$ cat src/hdl/sac_pkg.sv
// Shared types, constants and helpers for the swept box collision pipeline.
package sac_pkg;

  localparam int CW          = 16;                 // coordinate width
  localparam int FB          = 12;                 // fraction bits
  localparam int NW          = CW + 2;             // slab numerator width
  localparam int DW          = CW + 1 + FB;        // dividend / quotient width
  localparam int DIV_BITS    = 4;                  // quotient bits per divider stage
  localparam int DIV_STAGES  = (DW + DIV_BITS - 1) / DIV_BITS;
  localparam int DWP         = DIV_STAGES * DIV_BITS;
  localparam int TW          = DW + 2;             // time width, room for infinity
  localparam int DIV_LAT     = DIV_STAGES + 2;
  localparam int SW          = 2 * CW + FB + 2;    // wide working width
  localparam int PIPE_LAT    = DIV_LAT + 5;        // start to done

  localparam logic signed [TW-1:0] T_INF = {2'b01, {DW{1'b0}}};
  localparam logic signed [TW-1:0] T_ONE = TW'(1) << FB;
  localparam logic signed [SW-1:0] SAT_HI = {{(SW-CW+1){1'b0}}, {(CW-1){1'b1}}};
  localparam logic signed [SW-1:0] SAT_LO = {{(SW-CW+1){1'b1}}, {(CW-1){1'b0}}};

  typedef enum logic [2:0] {
    NORM_NONE = 3'd0,
    NORM_PX   = 3'd1,
    NORM_MX   = 3'd2,
    NORM_PY   = 3'd3,
    NORM_MY   = 3'd4
  } normal_e;

  typedef struct packed {
    logic signed [CW-1:0] mover_left;
    logic signed [CW-1:0] mover_top;
    logic signed [CW-1:0] mover_right;
    logic signed [CW-1:0] mover_bottom;
    logic signed [CW-1:0] vel_x;
    logic signed [CW-1:0] vel_y;
    logic signed [CW-1:0] obstacle_left;
    logic signed [CW-1:0] obstacle_top;
    logic signed [CW-1:0] obstacle_right;
    logic signed [CW-1:0] obstacle_bottom;
  } req_t;

  typedef struct packed {
    logic                 hit;
    logic signed [CW-1:0] entry_time;
    logic signed [CW-1:0] contact_x;
    logic signed [CW-1:0] contact_y;
    normal_e              normal_code;
  } res_t;

  // Data that rides alongside the dividers.
  typedef struct packed {
    logic                 zero_vel;
    logic signed [CW-1:0] vx;
    logic signed [CW-1:0] vy;
    logic signed [NW-1:0] ox2;
    logic signed [NW-1:0] oy2;
  } side_t;

  // Slab decision handed to the contact stages.
  typedef struct packed {
    logic                 hit;
    normal_e              normal;
    logic signed [CW-1:0] et;
    logic signed [CW-1:0] vx;
    logic signed [CW-1:0] vy;
    logic signed [NW-1:0] ox2;
    logic signed [NW-1:0] oy2;
  } slab_t;

  function automatic logic signed [CW-1:0] sat_cw(input logic signed [SW-1:0] v);
    logic signed [SW-1:0] r;
    begin
      if (v > SAT_HI) r = SAT_HI;
      else if (v < SAT_LO) r = SAT_LO;
      else r = v;
      return r[CW-1:0];
    end
  endfunction

endpackage

$ cat src/hdl/sac_contact.sv
// Contact point: multiply stage, then add, floor shift and saturate.
module sac_contact (
  input  logic           clk_i,
  input  logic           rst_ni,
  input  logic           valid_i,
  input  sac_pkg::slab_t slab_i,
  output logic           valid_o,
  output sac_pkg::res_t  res_o
);
  import sac_pkg::*;

  logic signed [2*CW-1:0] px_q, py_q;
  slab_t                  c_q;
  logic                   c_valid_q;
  logic signed [SW-1:0]   sx, sy;
  res_t                   res_d;

  always_ff @(posedge clk_i or negedge rst_ni) begin
    if (!rst_ni) begin
      c_valid_q <= 1'b0;
      valid_o   <= 1'b0;
    end else begin
      c_valid_q <= valid_i;
      valid_o   <= c_valid_q;
    end
  end

  always_ff @(posedge clk_i) begin
    px_q <= slab_i.et * slab_i.vx;
    py_q <= slab_i.et * slab_i.vy;
    c_q  <= slab_i;
  end

  always_comb begin
    sx = (SW'(c_q.ox2) <<< (FB - 1)) + SW'(px_q);
    sy = (SW'(c_q.oy2) <<< (FB - 1)) + SW'(py_q);
    res_d = '0;
    if (c_q.hit) begin
      res_d.hit         = 1'b1;
      res_d.entry_time  = c_q.et;
      res_d.contact_x   = sat_cw(sx >>> FB);
      res_d.contact_y   = sat_cw(sy >>> FB);
      res_d.normal_code = c_q.normal;
    end
  end

  always_ff @(posedge clk_i) begin
    res_o <= res_d;
  end

endmodule

$ cat config.mk
export PLATFORM = sky130hd
export DESIGN_NAME = sac_contact
export DESIGN_NICKNAME = d
export VERILOG_FILES = /design/src/hdl/sac_pkg.sv /design/src/hdl/sac_contact.sv
export SDC_FILE = /design/constraint.sdc
export NUM_CORES = 2
export LEC_CHECK = 0
export ABC_AREA = 1
export BUFFER_PORTS_ARGS = -buffer_cell sky130_fd_sc_hd__clkbuf_2
export CAP_MARGIN = 30
export CORE_ASPECT_RATIO = 0.6
export CORE_MARGIN = 10
export CORE_UTILIZATION = 45
export DETAILED_ROUTE_END_ITERATION = 12
export PLACE_DENSITY = 0.71
export SYNTH_ARGS = -nofsm -noshare
export SYNTH_HDL_FRONTEND = slang
export SYNTH_SLANG_ARGS = --single-unit
$ cat constraint.sdc
create_clock -name clk_i -period 2.1 [get_ports clk_i]
set_clock_uncertainty 0.2 [all_clocks]
set_input_delay 0.21 -clock clk_i [delete_from_list [all_inputs] [get_ports clk_i]]
set_output_delay 0.21 -clock clk_i [all_outputs]
set_load 0.02 [all_outputs]
==> results_dict.tcl <==
set metrics [dict create \
    track_usage 0.228 \
    cts_buffers 17 \
    yosys_warnings 0 \
    crit_family "adder cells" \
    place.gp.congestion 0.930 \
    slew_headroom 0.602 \
    cp_slowest_stage_delay_ns 0.54 \
    area_growth_pct 42.2 \
    critPathLaunchType "input port" \
    worstMarginPinSlew_ns 0.597 \
    firstDrtPassIters 8 \
    die_x_microns 335 \
    dp_hpwl_microns 62500 \
    fin_util 0.644 \
    clockBufferDepth 2 \
    rr_startpoint "c_q[18]" \
    async_flop_share 0.0132 \
    drt-initial-drc-count 2036 \
    fin_setup_tns_ns -135.41 \
    wl_per_cell_microns 17.6 \
    final-setup-viol-count 74 \
    clk_pin_slew_ns 0.07 \
    final-hold-violation-count 0 \
    hold_depth 5 \
    cp_max_fo 5 \
    rrSetupSlack_ns -0.49 \
    slew_violations 0 \
    hold_start "slab_i[77]" \
    dieArea_sq_um 69800 \
    ant_nets 0 \
    ys_top_cells_by_count "986 x inv_1, 851 x nand2_1, 524 x fa_1" \
    ios 144 \
    drv_cap 0 \
    synth_top_area_cell "fa_1" \
    antenna_found_initial 1 \
    synth_top_area_frac 0.393 \
    fin_nets 4895 \
    io_buffers 143 \
    cts_tree "built" \
    crit_arrival_ns 5.37 \
    die-height_microns 209 \
    vias 24200 \
    clockRootBuffer "clkbuf_16" \
    drive_gt1_frac 0.346 \
    yosysMostFrequentCell "inv_1" \
    synth_edf_count 0 \
    max_freq_mhz 192 \
    grt_pass1_vias 23600 \
    wl_microns 86000 \
    worst-path-buf-inv 9 \
    timing.final.ws_setup_ns -3.10 \
    clock_latency_ns 0.49 \
    yosysUniqueCellTypes 45 \
    rsz0062_at_grt "true" \
    violations "setup timing" \
    reg2reg_depth 16 \
    r2r_end "res_o[28]" \
    htree_levels 4 \
    grt_overflow 0 \
    crit_type "input port to flip-flop" \
    initial_core_util 0.453 \
    clkSinkCount 152 \
    end_kind "flip-flop" \
    drc_errors 0 \
    ys_seq_area_frac 0.114 \
    syn-num-nets 4202 \
    status "finished with violations" \
    fin_crit_sh 2.48 \
    hp-class "input port to flip-flop" \
    syn-cell-area_sq_um 26700 \
    slowest_stage "fa_1" \
    yosys-top-cells-area "fa_1 39%, inv_1 14%, nand2_1 12%" \
    fp-row-count 69 \
    cp.depth 25 \
    grt_pass1_wl_microns 127000 \
    vias_per_cell 4.95 \
    synth_ff_type "dfxtp_1" \
    fp.coreArea_sq_um 59000 \
    required_ns 2.27 \
    hold_slack_ns 0.136 \
    syn_inst 3389 \
    ys_ff_latch 152 \
    avgSynthCellArea_sq_um 7.88 \
    period_needed_ns 5.20 \
    grt_max_degree 30 \
    hold_path_end "c_q[77]" \
]
-- tightest hold or removal path: cells and delay by family --
kind                   cells  cell delay (ns)
buffers and inverters      5             0.56
-- worst max path at each step --
| stage | start | end | slack (ns) |
|---|---|---|---|
| after detailed placement | slab_i[83] | px_q[30] | -3.65 |
| after CTS | slab_i[77] | px_q[30] | -2.94 |
| after floorplan | slab_i[39] | py_q[31] | -3.07 |
| after global placement | slab_i[83] | py_q[29] | -3.60 |
| final | slab_i[73] | py_q[26] | -3.10 |
| after global routing | slab_i[73] | py_q[26] | -3.29 |
-- metal layers --
metal,track usage,vias up,share of wire,wire length (microns)
met3,0.0655,87,0.13,10900
met2,0.305,1103,0.41,35100
met4,0.0382,0,0.010,902
li1,-,11200,-,-
met5,0,-,0,0
met1,0.357,11800,0.45,39100
-- per-stage QoR --
| step | cells | setup WS [ns] | area, sq um |
|---|---|---|---|
| floorplan | 3389 | -3.07 | 28000 |
| global placement | 4670 | -3.60 | 32700 |
| detailed placement | 4670 | -3.65 | 32700 |
| CTS | 4796 | -2.94 | 35300 |
| global route | 4876 | -3.29 | 38000 |
| finish | 4878 | -3.10 | 38000 |
-- layout by cell type, fill, tap and decap left out, drive strengths merged, types with 6 or more instances in the layout --
| cell | synthesis | final |
|---|---|---|
| ha | 198 | 198 |
| nor2 | 119 | 119 |
| a21oi | 138 | 138 |
| a31oi | 7 | 7 |
| o211ai | 6 | 6 |
| nand3 | 51 | 51 |
| inv | 993 | 1001 |
| o21bai | 13 | 13 |
| nand2 | 864 | 866 |
| o21ai | 46 | 46 |
| fa | 524 | 524 |
| clkbuf | 111 | 151 |
| nand4 | 29 | 29 |
| buf | 5 | 597 |
| nor3 | 15 | 15 |
| dlygate4sd3 | 0 | 57 |
| dfxtp | 150 | 150 |
| xnor2 | 34 | 34 |
| xor2 | 54 | 54 |
-- state kept, by name (all words and copies together) (netlist names) --
name	flops
c_valid_q	1
valid_o	1
py_q	21
px_q	21
res_o	52
c_q	56
-- what timing repair did --
item | 4_1_cts | 5_1_grt
pin swaps | 117 | 256
gates resized for setup | 264 | 494
endpoints found under the setup margin | 74 | 74
endpoints found under the hold margin | 56 | 1
gates cloned | 7 | 11
hold buffers | 56 | 1
setup buffers | 31 | 70
-- layout make-up --
cell class,count,area [sq um]
diodes,2,5.00
clock buffers,17,425
clock inverters,15,179
fillers,4526,21000
inverters,993,3750
multi-input cells,2130,22600
flip-flops and latches,152,3080
well taps,781,977
repair buffers,788,6940
-- logic make-up (layout without fill, tap and decap cells) --
logic type      count (synthesis)  count (layout)  share of synthesized area
other cells                     0               2                          0
buf+inv                      1109            1813                      0.157
fa+ha+maj                     722             722                      0.485
xor+xnor                       88              88                     0.0291
compound gates                231             231                     0.0506
flops                         152             152                      0.114
simple gates                 1087            1089                      0.163
Power is not shown: default switching activity piles up to over one toggle a cycle in this logic, so the estimate is an artifact.
