==> src/hdl/sac_pkg.sv <==
// Shared types, constants and helpers for the swept box collision pipeline.
package sac_pkg;

  localparam int CW          = 16;                 // coordinate width
  localparam int FB          = 12;                 // fraction bits
  localparam int NW          = CW + 2;             // slab numerator width
  localparam int DW          = CW + 1 + FB;        // dividend / quotient width
  localparam int DIV_BITS    = 4;                  // quotient bits per divider stage
  localparam int DIV_STAGES  = (DW + DIV_BITS - 1) / DIV_BITS;
  localparam int DWP         = DIV_STAGES * DIV_BITS;
  localparam int TW          = DW + 2;             // time width, room for infinity
  localparam int DIV_LAT     = DIV_STAGES + 2;
  localparam int SW          = 2 * CW + FB + 2;    // wide working width
  localparam int PIPE_LAT    = DIV_LAT + 5;        // start to done

  localparam logic signed [TW-1:0] T_INF = {2'b01, {DW{1'b0}}};
  localparam logic signed [TW-1:0] T_ONE = TW'(1) << FB;
  localparam logic signed [SW-1:0] SAT_HI = {{(SW-CW+1){1'b0}}, {(CW-1){1'b1}}};
  localparam logic signed [SW-1:0] SAT_LO = {{(SW-CW+1){1'b1}}, {(CW-1){1'b0}}};

  typedef enum logic [2:0] {
    NORM_NONE = 3'd0,
    NORM_PX   = 3'd1,
    NORM_MX   = 3'd2,
    NORM_PY   = 3'd3,
    NORM_MY   = 3'd4
  } normal_e;

  typedef struct packed {
    logic signed [CW-1:0] mover_left;
    logic signed [CW-1:0] mover_top;
    logic signed [CW-1:0] mover_right;
    logic signed [CW-1:0] mover_bottom;
    logic signed [CW-1:0] vel_x;
    logic signed [CW-1:0] vel_y;
    logic signed [CW-1:0] obstacle_left;
    logic signed [CW-1:0] obstacle_top;
    logic signed [CW-1:0] obstacle_right;
    logic signed [CW-1:0] obstacle_bottom;
  } req_t;

  typedef struct packed {
    logic                 hit;
    logic signed [CW-1:0] entry_time;
    logic signed [CW-1:0] contact_x;
    logic signed [CW-1:0] contact_y;
    normal_e              normal_code;
  } res_t;

  // Data that rides alongside the dividers.
  typedef struct packed {
    logic                 zero_vel;
    logic signed [CW-1:0] vx;
    logic signed [CW-1:0] vy;
    logic signed [NW-1:0] ox2;
    logic signed [NW-1:0] oy2;
  } side_t;

  // Slab decision handed to the contact stages.
  typedef struct packed {
    logic                 hit;
    normal_e              normal;
    logic signed [CW-1:0] et;
    logic signed [CW-1:0] vx;
    logic signed [CW-1:0] vy;
    logic signed [NW-1:0] ox2;
    logic signed [NW-1:0] oy2;
  } slab_t;

  function automatic logic signed [CW-1:0] sat_cw(input logic signed [SW-1:0] v);
    logic signed [SW-1:0] r;
    begin
      if (v > SAT_HI) r = SAT_HI;
      else if (v < SAT_LO) r = SAT_LO;
      else r = v;
      return r[CW-1:0];
    end
  endfunction

endpackage

==> src/hdl/sac_div.sv <==
// Pipelined signed fixed-point divider, num * 2^FB / den; a zero divisor gives signed infinity.
module sac_div (
  input  logic                          clk_i,
  input  logic signed [sac_pkg::NW-1:0] num_i,
  input  logic signed [sac_pkg::CW-1:0] den_i,
  output logic signed [sac_pkg::TW-1:0] quo_o,
  output logic                          bad_o
);
  import sac_pkg::*;

  typedef struct packed {
    logic [CW-1:0]  dmag;
    logic [CW-1:0]  rem;
    logic [DWP-1:0] dq;
    logic           qneg;
    logic           dz;
    logic           nz;
    logic           npos;
  } dstage_t;

  dstage_t st_q [DIV_STAGES+1];
  dstage_t st0_d;
  logic [NW-2:0] nmag;
  logic [CW-1:0] dmag;

  // Restoring division, DIV_BITS quotient bits.
  function automatic dstage_t div_step(input dstage_t s);
    dstage_t       r;
    logic [CW-1:0] tmp;
    begin
      r = s;
      for (int k = 0; k < DIV_BITS; k++) begin
        tmp  = {r.rem[CW-2:0], r.dq[DWP-1]};
        r.dq = {r.dq[DWP-2:0], 1'b0};
        if (tmp >= r.dmag) begin
          r.rem   = tmp - r.dmag;
          r.dq[0] = 1'b1;
        end else begin
          r.rem = tmp;
        end
      end
      return r;
    end
  endfunction

  always_comb begin
    nmag = num_i[NW-1] ? (NW-1)'(-num_i) : num_i[NW-2:0];
    dmag = den_i[CW-1] ? (~den_i + 1'b1) : den_i;
    st0_d.dmag = dmag;
    st0_d.rem  = '0;
    st0_d.dq   = {{(DWP-DW){1'b0}}, nmag, {FB{1'b0}}};
    st0_d.qneg = num_i[NW-1] ^ den_i[CW-1];
    st0_d.dz   = (den_i == '0);
    st0_d.nz   = (num_i == '0);
    st0_d.npos = !num_i[NW-1];
  end

  always_ff @(posedge clk_i) begin
    st_q[0] <= st0_d;
    for (int s = 0; s < DIV_STAGES; s++) begin
      st_q[s+1] <= div_step(st_q[s]);
    end
  end

  // Apply sign; a zero divisor gives signed infinity, zero over zero is bad.
  always_ff @(posedge clk_i) begin
    if (st_q[DIV_STAGES].dz) begin
      quo_o <= st_q[DIV_STAGES].npos ? T_INF : -T_INF;
      bad_o <= st_q[DIV_STAGES].nz;
    end else begin
      quo_o <= st_q[DIV_STAGES].qneg ? -$signed({2'b00, st_q[DIV_STAGES].dq[DW-1:0]})
                                     :  $signed({2'b00, st_q[DIV_STAGES].dq[DW-1:0]});
      bad_o <= 1'b0;
    end
  end

endmodule

==> config.mk <==
export PLATFORM = sky130hd
export DESIGN_NAME = sac_div
export DESIGN_NICKNAME = d
export VERILOG_FILES = /design/src/hdl/sac_pkg.sv /design/src/hdl/sac_div.sv
export SDC_FILE = /design/constraint.sdc
export NUM_CORES = 2
export LEC_CHECK = 0
export BUFFER_PORTS_ARGS = -buffer_cell sky130_fd_sc_hd__buf_2
export CORE_ASPECT_RATIO = 1.2
export CORE_MARGIN = 3
export CORE_UTILIZATION = 55
export CTS_BUF_LIST = sky130_fd_sc_hd__clkbuf_4 sky130_fd_sc_hd__clkbuf_8
export DETAILED_ROUTE_END_ITERATION = 10
export GPL_TIMING_DRIVEN = 1
export PLACE_DENSITY_LB_ADDON = 0.15
export SYNTH_ARGS = -nofsm -noshare
export SYNTH_HDL_FRONTEND = slang
export SYNTH_SLANG_ARGS = --single-unit
==> constraint.sdc <==
create_clock -name clk_i -period 9.1 [get_ports clk_i]
set_clock_uncertainty 0.05 [all_clocks]
set_input_delay 0.455 -clock clk_i [delete_from_list [all_inputs] [get_ports clk_i]]
set_output_delay 0.455 -clock clk_i [all_outputs]
set_load 0.05 [all_outputs]
==> flow_summary.toml <==
[cells_and_area]
fillers = 5669
mostFrequentLayoutCell = "ha_1"
drive_gt1_share_pct = 17.1
final_nets = 5004
areaGrowthSynthToFinish_pct = 14.6
final_cell_mix = "479 x ha_1, 477 x dfxtp_1, 312 x a21oi_1"
post-route-util_pct = 64.1

[run]
drv_cap = 0

[grt]
grt_usage_pct = 26.2
grt_max_degree = 33
grt_pass1_vias = 29400
grt_pass1_wl_um = 148000
antenna_found_initial = 1
grt-ovfl-total = 0

[logic_synthesis]
syn_area_um2 = 36200
synth_flop_cell = "dfxtp_1"
yosysSeqAreaShare_pct = 26.4
avgSynthCellArea_um2 = 8.73
synthCells = 4154
ys_async_sr_fraction_pct = 0
yosys_warnings = 0
yosys_register_bits = 478
synth-edff-count = 0
synth.distinct_cells = 95

[min_path]
hp-class = "in -> reg"
min_path_cells = 3

[die]
die_h_um = 287
io_pins = 67
rows = 102
die_area_um2 = 69000
fp.coreArea_um2 = 64800
initial_core_util_pct = 55.9
die_w_um = 240

[place]
io_buffers = 66
globalplace.congestion = 0.938
dpl.hpwl_um = 74300

[worst_setup_path]
path_depth = 36
crit_family = "compound AO/OA/AOI/OAI gates"
crit_arrival_ns = 9.31
cp.required_ns = 9.61
path_class = "reg -> reg"
cp_slowest_cell = "dfxtp_1"
rr_worst_depth = 36
slowest_delay_ns = 0.45
critPathBufInv = 5
crit_fanout = 16
end_kind = "flop"
cp-start-kind = "flop"

[cts]
cts.clk_slew.worst_paths_ns = 0.06
clkLatencyLatePin_ns = 0.68
htree_levels = 3
root_buffer = "clkbuf_8"
cts_buffers = 77
cts.sinks = 478
cts.path.max_buffers = 3
cts_tree = "yes"

[routing]
routed_wl_um = 92100
ant_nets = 0
viasPerCell = 5.74
vias = 30700
dr.pass1.iters = 7
avgRoutedWirePerCell_um = 17.2
drt_iter0_markers = 1589
drc = 0

[sta]
min_period_ns = 8.80
drv_slew = 0
hold_ws_ns = 0.0437
setup_viol = 0
max_slew_margin_pct = 28.6
hold_viol = 0
finalCritPeriodShare_pct = 96.7
fmax_mhz = 114
worstMarginPinSlew_ns = 1.07
setup_tns_ns = 0

[outcome]
status = "complete, no violations"
## cell type report
type                    count  area (µm²)  area share [%]
diodes                      1        2.50         0.00602
clock buffers             100        1310            3.15
clock inverters            36         503            1.21
inverters                 261         987            2.38
multi-input cells        3354       26000            62.5
flip-flops and latches    478        9570            23.0
well taps                 832        1040            2.51
repair buffers            287        2150            5.19
repair inverters            1        7.51          0.0181
## timing repair
action | 4_1_cts | 5_1_grt
hold buffers | 32 | 0
pin swaps | 1 | 30
gates resized for setup | 3 | 105
endpoints found under the hold margin | 34 | 0
buffers inserted | 2 | 29
endpoints found under the setup margin | 20 | 109
cloned | 0 | 2
## kinds of logic (layout without fill, tap and decap cells)
family | after synthesis | after routing | synth area share [%]
flops | 478 | 478 | 26.4
mux | 285 | 285 | 8.75
simple gates | 1012 | 1012 | 13.4
fa+ha+maj | 509 | 509 | 18.0
compound gates | 1148 | 1148 | 20.5
buf+inv | 328 | 685 | 3.48
other cells | 1 | 8 | 0.0103
xor+xnor | 393 | 393 | 9.50
## synth_stat cells (44+ instances only)
cell type | count | area share, %
o21a_1 | 89 | 1.8
o21ai_0 | 256 | 3.5
a21oi_1 | 317 | 4.4
nor2b_1 | 45 | 0.78
xnor2_1 | 235 | 5.7
nand4_1 | 53 | 0.91
dfxtp_1 | 478 | 26
xor2_1 | 158 | 3.8
a21o_1 | 122 | 2.5
nand2_1 | 257 | 2.7
nor2_1 | 299 | 3.1
ha_1 | 489 | 17
inv_1 | 254 | 2.6
nor3_1 | 68 | 0.94
mux2_2 | 250 | 7.8
nand2b_1 | 62 | 1.1
clkbuf_1 | 44 | 0.46
nand3_1 | 54 | 0.75
## through the flow
stage                     instances  cell area (µm²)  setup WS [ns]
after detailed placement       5148            38600        -0.0264
after CTS                      5318            40800         0.0526
after global routing           5350            41500         -0.112
after floorplan                4160            36300         0.0130
final                          5350            41500          0.302
after global placement         5148            38600          0.147
## worst min-delay path, stage by stage
cell and delay [ns]:
buf_2 0.09, o31ai_1 0.08, xnor2_1 0.12
## layer usage
metal	GRT usage [%]	part of all wire (%)	up-vias
met5	0	0	-
met2	46.2	48	622
li1	-	-	15700
met4	10.9	4.0	0
met1	32.4	44	14200
met3	2.81	3.4	183
## registers in the layout, summed over array words and instances, names as in the netlist
register	cells
st_q	446
quo_o	31
bad_o	1
## final timing paths
path	from	endpoint	slack, ns
setup reg to reg	st_q[0][120]$_DFF_P_	st_q[0][184]$_DFF_P_	0.30
hold reg to reg	st_q[0][139]$_DFF_P_	st_q[0][207]$_DFF_P_	0.25
setup / recovery	st_q[0][120]$_DFF_P_	st_q[0][184]$_DFF_P_	0.30
hold / removal	den_i[1]	st_q[0][55]$_DFF_P_	0.04
Power is left out: the tool's default activity adds up to more than one toggle a clock period on the data nets, which glitch-free logic cannot reach.
