`config.mk`:
```
export PLATFORM = sky130hd
export DESIGN_NAME = sac_slab
export DESIGN_NICKNAME = d
export VERILOG_FILES = /design/src/hdl/sac_pkg.sv /design/src/hdl/sac_slab.sv
export SDC_FILE = /design/constraint.sdc
export NUM_CORES = 1
export LEC_CHECK = 0
export ABC_AREA = 1
export BUFFER_PORTS_ARGS = -buffer_cell sky130_fd_sc_hd__buf_2
export CAP_MARGIN = 20
export CORE_UTILIZATION = 45
export DETAILED_ROUTE_END_ITERATION = 10
export PLACE_DENSITY = 0.77
export SLEW_MARGIN = 20
export SYNTH_ARGS = -nofsm -noshare
export SYNTH_HDL_FRONTEND = slang
export SYNTH_SLANG_ARGS = --single-unit
export TNS_END_PERCENT = 10
```
`constraint.sdc`:
```
create_clock -name clk_i -period 5.7 [get_ports clk_i]
set_input_delay 1.14 -clock clk_i [delete_from_list [all_inputs] [get_ports clk_i]]
set_output_delay 1.14 -clock clk_i [all_outputs]
set_load 0.005 [all_outputs]
```
`src/hdl/sac_pkg.sv`:
```
// Shared types, constants and helpers for the swept box collision pipeline.
package sac_pkg;

  localparam int CW          = 16;                 // coordinate width
  localparam int FB          = 12;                 // fraction bits
  localparam int NW          = CW + 2;             // slab numerator width
  localparam int DW          = CW + 1 + FB;        // dividend / quotient width
  localparam int DIV_BITS    = 4;                  // quotient bits per divider stage
  localparam int DIV_STAGES  = (DW + DIV_BITS - 1) / DIV_BITS;
  localparam int DWP         = DIV_STAGES * DIV_BITS;
  localparam int TW          = DW + 2;             // time width, room for infinity
  localparam int DIV_LAT     = DIV_STAGES + 2;
  localparam int SW          = 2 * CW + FB + 2;    // wide working width
  localparam int PIPE_LAT    = DIV_LAT + 5;        // start to done

  localparam logic signed [TW-1:0] T_INF = {2'b01, {DW{1'b0}}};
  localparam logic signed [TW-1:0] T_ONE = TW'(1) << FB;
  localparam logic signed [SW-1:0] SAT_HI = {{(SW-CW+1){1'b0}}, {(CW-1){1'b1}}};
  localparam logic signed [SW-1:0] SAT_LO = {{(SW-CW+1){1'b1}}, {(CW-1){1'b0}}};

  typedef enum logic [2:0] {
    NORM_NONE = 3'd0,
    NORM_PX   = 3'd1,
    NORM_MX   = 3'd2,
    NORM_PY   = 3'd3,
    NORM_MY   = 3'd4
  } normal_e;

  typedef struct packed {
    logic signed [CW-1:0] mover_left;
    logic signed [CW-1:0] mover_top;
    logic signed [CW-1:0] mover_right;
    logic signed [CW-1:0] mover_bottom;
    logic signed [CW-1:0] vel_x;
    logic signed [CW-1:0] vel_y;
    logic signed [CW-1:0] obstacle_left;
    logic signed [CW-1:0] obstacle_top;
    logic signed [CW-1:0] obstacle_right;
    logic signed [CW-1:0] obstacle_bottom;
  } req_t;

  typedef struct packed {
    logic                 hit;
    logic signed [CW-1:0] entry_time;
    logic signed [CW-1:0] contact_x;
    logic signed [CW-1:0] contact_y;
    normal_e              normal_code;
  } res_t;

  // Data that rides alongside the dividers.
  typedef struct packed {
    logic                 zero_vel;
    logic signed [CW-1:0] vx;
    logic signed [CW-1:0] vy;
    logic signed [NW-1:0] ox2;
    logic signed [NW-1:0] oy2;
  } side_t;

  // Slab decision handed to the contact stages.
  typedef struct packed {
    logic                 hit;
    normal_e              normal;
    logic signed [CW-1:0] et;
    logic signed [CW-1:0] vx;
    logic signed [CW-1:0] vy;
    logic signed [NW-1:0] ox2;
    logic signed [NW-1:0] oy2;
  } slab_t;

  function automatic logic signed [CW-1:0] sat_cw(input logic signed [SW-1:0] v);
    logic signed [SW-1:0] r;
    begin
      if (v > SAT_HI) r = SAT_HI;
      else if (v < SAT_LO) r = SAT_LO;
      else r = v;
      return r[CW-1:0];
    end
  endfunction

endpackage

```
`src/hdl/sac_slab.sv`:
```
// Slab ordering, overlap tests, entry time and face normal (two stages).
module sac_slab (
  input  logic                          clk_i,
  input  logic                          rst_ni,
  input  logic                          valid_i,
  input  logic signed [sac_pkg::TW-1:0] nx_i,
  input  logic signed [sac_pkg::TW-1:0] fx_i,
  input  logic signed [sac_pkg::TW-1:0] ny_i,
  input  logic signed [sac_pkg::TW-1:0] fy_i,
  input  logic                          bad_i,
  input  sac_pkg::side_t                side_i,
  output logic                          valid_o,
  output sac_pkg::slab_t                slab_o
);
  import sac_pkg::*;

  logic signed [TW-1:0] a_nx_d, a_fx_d, a_ny_d, a_fy_d;
  logic signed [TW-1:0] a_nx_q, a_fx_q, a_ny_q, a_fy_q;
  logic                 a_kill_d, a_kill_q, a_valid_q;
  side_t                a_side_q;
  logic signed [TW-1:0] tn, tf;
  slab_t                b_d;

  always_comb begin
    a_nx_d   = (nx_i > fx_i) ? fx_i : nx_i;
    a_fx_d   = (nx_i > fx_i) ? nx_i : fx_i;
    a_ny_d   = (ny_i > fy_i) ? fy_i : ny_i;
    a_fy_d   = (ny_i > fy_i) ? ny_i : fy_i;
    a_kill_d = bad_i || side_i.zero_vel || (a_nx_d > a_fy_d) || (a_ny_d > a_fx_d);
  end

  always_ff @(posedge clk_i or negedge rst_ni) begin
    if (!rst_ni) begin
      a_valid_q <= 1'b0;
    end else begin
      a_valid_q <= valid_i;
    end
  end

  always_ff @(posedge clk_i) begin
    a_nx_q   <= a_nx_d;
    a_fx_q   <= a_fx_d;
    a_ny_q   <= a_ny_d;
    a_fy_q   <= a_fy_d;
    a_kill_q <= a_kill_d;
    a_side_q <= side_i;
  end

  always_comb begin
    tn = (a_nx_q > a_ny_q) ? a_nx_q : a_ny_q;
    tf = (a_fx_q < a_fy_q) ? a_fx_q : a_fy_q;
    b_d.hit = !(a_kill_q || (tf < 0) || (tn > T_ONE));
    b_d.et  = sat_cw(SW'(tn));
    if (a_nx_q > a_ny_q) b_d.normal = a_side_q.vx[CW-1] ? NORM_PX : NORM_MX;
    else if (a_nx_q < a_ny_q) b_d.normal = a_side_q.vy[CW-1] ? NORM_PY : NORM_MY;
    else b_d.normal = NORM_NONE;
    b_d.vx  = a_side_q.vx;
    b_d.vy  = a_side_q.vy;
    b_d.ox2 = a_side_q.ox2;
    b_d.oy2 = a_side_q.oy2;
  end

  always_ff @(posedge clk_i or negedge rst_ni) begin
    if (!rst_ni) begin
      valid_o <= 1'b0;
    end else begin
      valid_o <= a_valid_q;
    end
  end

  always_ff @(posedge clk_i) begin
    slab_o <= b_d;
  end

endmodule

```
==> out/qor.txt, run 1 <==
Status: finished, final reports clean
Area fraction in and, or, nand and nor cells after synthesis: 26.96%
Vias per cell: 5.069
Critical path arrival: 5550 ps
Worst Path Max Fanout: 51
Htree depth: 1
Startpoint Class: primary input
Xor/xnor cell area share of the yosys netlist: 0%
Final Power: 6.350 mW
RSZ-0062 raised after global routing: false
Synth Warn #: 0
FFs w/ async S/R, synth: 0.7067%
CTS buffer count: 28
Worst hold-check path type: flop to flop
Power Density: 382.5 mW/mm^2
Starting Density: 46.11%
Final Non-Filler Cells: 2449
Least-Margin Pin Slew: 726.2 ps
Layout cell share with drive strength beyond 1: 17.54%
CP required: 6140 ps
DR WL/cell: 15.94 um
Cell count after synthesis: 1770
Dominant synthesized flop cell: dfxtp_1
Ratio of final minimum period to clock period: 89.67%
First DRT Iteration DRCs: 665
Die width: 177.0 um
Nets: 2418
Largest net degree at the start of global routing: 94
Fin. max-slew vios: 0
Layout area overhead: 20.51%
Die Footprint: 0.03132 mm^2
Post-DP HPWL: 31.24 mm
CP endpoint kind: flop
Relative slew slack: 51.53%
GP Congestion: 0.9191
Worst skew pair latency: 560 ps
Seq/Total Area, Yosys: 41.20%
Global Route Usage Sum: 24.37%
Compound-Gate Fraction of Synth Area: 6.331%
Clock skew: 26.69 ps
Max Fclk: 195.6 MHz
Setup violators final: 0
ANT nets after route: 0
CTS tree: done
Placed Cells: 2396
Post-synth EDFFs: 0
Area contributors post-synth: dfxtp_1 41%, ha_1 17%, nand2_1 15%, inv_1 6.6%, nand3b_1 3.5%
MaxCap Viol Count: 0
Tmin final: 5111 ps
# clock sinks: 283
Total gr overflow: 0
First-pass GRT wire length: 59.50 mm
Post-synthesis mux area share: 0%
Port bufs: 285
Die H: 177.0 um
Synth top area share: 40.84%
Residual DRC count: 0
Final core utilization: 55.57%
First-pass iteration count of the detailed router: 5
Mean Syn Cell Area: 7.783 um^2
Final setup TNS: 0 ps
Number of I/O pins: 286
Vias: 12420
Largest area contributor in the netlist: dfxtp_1
Count of cell types in the netlist: 40
Post-synthesis cell area: 0.01378 mm^2
Post_cts resized: 0
Hold_buf cts: 0
Number of global-route vias before repair: 11700
Top cells by count, synth: 539 x nand2_1, 281 x dfxtp_1, 242 x inv_1
Clk buf depth: 3
Worst vdd ir: 0.1795 mV
Drt total wl: 39.03 mm
Syn nets: 2152
Static leakage: 9.127 nW
Synthesized-area fraction occupied by adder cells: 16.80%
Clock root cell: clkbuf_16
FF+latch count, synth: 283
Core area: 0.02987 mm^2
Worst-path clk slew: 70 ps
Setup Buffers After CTS: 0
Most frequent cell after synthesis: nand2_1
Initial antenna violation count: 0
Largest family of logic cells by synthesized area: simple AND/OR/NAND/NOR gates
# rows: 63
Crit path kind: primary input to flop
Final hold vios: 0
[kinds of logic (layout without fill, tap and decap cells)]
group                      after synthesis  after routing
DFF                                    283            283
and+or+nand+nor                        836            836
AOI/OAI and AO/OA                      162            162
adders and majority gates              185            185
buffers and inverters                  304            592
other                                    0              1
[layout make-up]
type / count / area, um^2
Multi-Input combinational cell: 1183 / 6917
Fill cell: 2670 / 13270
Timing Repair Buffer: 297 / 1554
Inverter: 243 / 912.1
Tap cell: 390 / 488.0
Sequential cell: 283 / 5675
Clock inverter: 20 / 295.3
Antenna cell: 1 / 2.502
Clock buffer: 32 / 757.0
[state kept, by name, indices dropped and copies added (netlist names)]
name,count
a_valid_q,1
a_side_q,68
a_fx_q,31
a_ny_q,31
valid_o,1
a_kill_q,1
slab_o,88
a_fy_q,31
a_nx_q,31
[placed cells by master (no fill, tap or decap), drive strengths merged]
cell type | Yosys | layout
nand2 | 542 | 542
buf | 26 | 297
dfxtp | 281 | 281
inv | 242 | 250
ha | 185 | 185
nand3 | 89 | 89
a21oi | 78 | 78
nand3b | 64 | 64
nor2 | 61 | 61
o21ai | 61 | 61
nand4 | 54 | 54
clkbuf | 35 | 32
nor3 | 13 | 13
nor4 | 10 | 10
a211oi | 6 | 6
bufinv | 0 | 6
clkinv | 1 | 5
o21a | 4 | 4
o31ai | 3 | 3
a31oi | 2 | 2
o211ai | 2 | 2
dfrtp | 2 | 2
clkinvlp | 0 | 2
diode | 0 | 1
a2111oi | 1 | 1
o31a | 1 | 1
and3 | 1 | 1
and2 | 1 | 1
o21bai | 1 | 1
nor3b | 1 | 1
o2111ai | 1 | 1
o221ai | 1 | 1
a221oi | 1 | 1
[where the power goes]
group | switching, mW | internal [mW]
Combinational | 1.24 | 0.693
Sequential | 0.102 | 2.25
Clock | 0.822 | 1.25
[path summary, 6_finish.rpt]
path	start	endpoint	slack, ps	cells after the start
min in group asynchronous	rst_ni	valid_o$_DFF_PN0_	360	1
hold reg to reg	a_side_q[20]$_DFF_P_	slab_o[20]$_DFF_P_	320	0
hold / removal	a_side_q[20]$_DFF_P_	slab_o[20]$_DFF_P_	320	0
setup / recovery	fy_i[30]	a_kill_q$_DFF_P_	590	25
max in group asynchronous	rst_ni	a_valid_q$_DFF_PN0_	5240	1
setup reg to reg	a_ny_q[30]$_DFF_P_	slab_o[74]$_SDFF_PN1_	1870	20
[metal layers]
layer  vias up  track usage [%]  wire length, um
li1       6261                -                -
met1      5538            30.72            16520
met2       529            41.16            18000
met5         -                0                0
met4         0            9.986             1361
met3        87            3.887             3156
[stage by stage]
| step | cell area (um^2) | worst slack (ps) | hold WS [ps] |
|---|---|---|---|
| 6_report | 16600 | 588.7 | 322.7 |
| 5_1_grt | 16600 | 376.7 | 329.4 |
| 4_1_cts | 16600 | 637.2 | 323.9 |
| 3_5_place_dp | 15550 | 75.07 | 312.1 |
| 3_3_place_gp | 15550 | 110.6 | 309.5 |
| 2_1_floorplan | 13780 | 1284 | 309.6 |
[worst max-delay path, stage by stage]
cell       delay (ps)
buf_2              80
inv_1              80
ha_1              400
nand4_1           150
nor2_1            110
nand3_1           160
nor4_1            480
nand2_1           130
nand2_1           120
nand2_1            70
o21ai_2            80
nand2_2           330
buf_12            320
nand2_1            70
o21ai_0           160
ha_1              380
nand4_1           190
nor3b_1           410
o21ai_0           150
o2111ai_1         140
nand2_1           130
nand3b_1          110
nand2_1            50
nand2_1            60
nand3_1            60
No activity file was read; power rests on OpenSTA's default activity.
==> run 2, diff against run 1 <==
--- a/config.mk
+++ b/config.mk
@@ -11,6 +11,7 @@
 export CORE_UTILIZATION = 45
 export DETAILED_ROUTE_END_ITERATION = 10
 export PLACE_DENSITY = 0.77
+export RECOVER_POWER = 25
 export SLEW_MARGIN = 20
 export SYNTH_ARGS = -nofsm -noshare
 export SYNTH_HDL_FRONTEND = slang
==> out/qor.txt, run 2 (synthesis gave the netlist of run 1 again) <==
Max Fclk: 195.6 MHz (unchanged)
Leading cell type in the layout, fill and taps excluded: nand2_1
Hold Path End: slab_o[20]$_DFF_P_
Cell mode on critical path: nand2_1
Static leakage: 9.124 nW (about the same)
Post_cts resized: 0 (unchanged)
# fillers: 2671 (+0.037%)
Least-Margin Pin Slew: 726.2 ps (unchanged)
Post-DP HPWL: 31.24 mm (unchanged)
Status: finished, final reports clean
Critical path arrival: 5550 ps (about the same)
Biggest regs: slab_o x88, a_side_q x68
Layout area overhead: 20.50% (about the same)
Max FFs per register: 88 (unchanged)
Htree depth: 1 (unchanged)
Biggest register: slab_o
Fin. max-slew vios: 0 (unchanged)
Area occupied by multi-input gates: 0.006917 mm^2 (unchanged)
Initial antenna violation count: 0 (unchanged)
RSZ-0062 raised after global routing: false
Hold_buf cts: 0 (unchanged)
Tmin final: 5111 ps (unchanged)
DR WL/cell: 15.94 um (about the same)
Starting Density: 46.11% (unchanged)
Startpoint Class: primary input
Die Footprint: 0.03132 mm^2 (unchanged)
Layout cell share with drive strength beyond 1: 17.49% (-0.049 points)
Share of total power in combinational logic: 30.4% (about the same)
Worst Hold Launch: a_side_q[20]$_DFF_P_
Final Power: 6.350 mW (about the same)
Largest net degree at the start of global routing: 94 (unchanged)
Register Area: 0.005675 mm^2 (unchanged)
Commonest non-fill, non-tap cells in the layout: 536 x nand2_1, 284 x buf_2, 281 x dfxtp_1, 242 x inv_1, 185 x ha_1
Reg2reg setup slack: 1870 ps (about the same)
Worst vdd ir: 0.1795 mV (unchanged)
Pint: 4.190 mW (about the same)
Setup violators final: 0 (unchanged)
CP required: 6140 ps (about the same)
Number of global-route vias before repair: 11700 (unchanged)
Nets: 2418 (unchanged)
First-pass iteration count of the detailed router: 5 (unchanged)
Relative slew slack: 51.53% (unchanged)
MaxCap Viol Count: 0 (unchanged)
WHS Path Cells: 0 (unchanged)
# clock sinks: 283 (unchanged)
Vias per cell: 5.069 (unchanged)
Drt total wl: 39.03 mm (about the same)
Clock skew: 26.69 ps (unchanged)
Die width: 177.0 um (unchanged)
# rows: 63 (unchanged)
Worst Path Max Fanout: 51 (unchanged)
Final core utilization: 55.56% (about the same)
GP Congestion: 0.9191 (unchanged)
Vias: 12420 (unchanged)
Slowest CP cell: nor4_1
Residual DRC count: 0 (unchanged)
First DRT Iteration DRCs: 665 (unchanged)
Final setup TNS: 0 ps (unchanged)
ANT nets after route: 0 (unchanged)
Net Switching: 2.160 mW (about the same)
Worst skew pair latency: 560 ps (about the same)
Total gr overflow: 0 (unchanged)
Crit path kind: primary input to flop
Setup Buffers After CTS: 0 (unchanged)
First-pass GRT wire length: 59.50 mm (unchanged)
Global Route Usage Sum: 24.37% (unchanged)
CTS buffer count: 28 (unchanged)
Critical R2R Launch: a_ny_q[30]$_DFF_P_
Clock network fraction of design power: 32.6% (about the same)
Largest delay contributor family on the critical path: simple AND/OR/NAND/NOR gates
Clock root cell: clkbuf_16
Power share of the sequential group: 37.1% (about the same)
Worst hold-check path type: flop to flop
Worst-path clk slew: 70 ps (about the same)
CTS tree: done
Port bufs: 285 (unchanged)
Ratio of final minimum period to clock period: 89.67% (unchanged)
Clk buf depth: 3 (unchanged)
Sw Share: 34.01% (about the same)
Power Density: 382.5 mW/mm^2 (about the same)
Die H: 177.0 um (unchanged)
CP endpoint kind: flop
Final hold vios: 0 (unchanged)
Core area: 0.02987 mm^2 (unchanged)
Path depth of the worst reg2reg path: 20 (unchanged)
Number of I/O pins: 286 (unchanged)
Critical path's largest stage delay: 480 ps (about the same)
FF-to-FF End: slab_o[74]$_SDFF_PN1_
CP Buf/Inv Count: 3 (unchanged)
==> run 2: worst max-delay path by stage <==
| stage | slack [ps] | startpoint | to | depth (start not counted) |
|---|---|---|---|---|
| global placement | 110 | fy_i[30] | a_kill_q$_DFF_P_ | 27 |
| finish | 590 | fy_i[30] | a_kill_q$_DFF_P_ | 25 |
| global route | 380 | fy_i[30] | a_kill_q$_DFF_P_ | 27 |
| CTS | 640 | fy_i[30] | a_kill_q$_DFF_P_ | 25 |
| detailed placement | 80 | fy_i[30] | a_kill_q$_DFF_P_ | 25 |
| floorplan | 1280 | fx_i[1] | a_kill_q$_DFF_P_ | 28 |
==> run 2: area by class of cell <==
cell class              count  area share (%)
well taps                 390           2.940
flip-flops and latches    283           34.19
multi-input cells        1183           41.67
repair buffers            297           9.354
clock buffers              32           4.560
inverters                 243           5.495
diodes                      1         0.01507
clock inverters            20           1.779
==> run 2: power by group through the flow <==
stage	Sequential, mW	Combinational [mW]	Clock (mW)
detailed placement	2.40	1.90	0
global route	2.38	2.20	2.18
finish	2.35	1.93	2.07
CTS	2.36	1.92	2.10
global placement	2.40	1.83	0
floorplan	2.38	1.34	0
==> run 2: metrics by stage <==
step | hold WS, ps | instance area [um^2] | setup WS (ps) | instances
6_report | 322.7 | 16600 | 588.7 | 2449
3_5_place_dp | 312.1 | 15550 | 75.07 | 2396
4_1_cts | 323.9 | 16600 | 637.2 | 2448
3_3_place_gp | 309.5 | 15550 | 110.6 | 2396
5_1_grt | 329.4 | 16600 | 376.7 | 2448
2_1_floorplan | 309.6 | 13780 | 1284 | 1770
==> run 2: routing by layer <==
layer / up-vias / GRT usage [%] / part of all wire [%]
met5: - / 0 / 0
met4: 0 / 9.986 / 3.5
met3: 87 / 3.887 / 8.1
met2: 529 / 41.16 / 46
met1: 5538 / 30.72 / 42
li1: 6261 / - / -
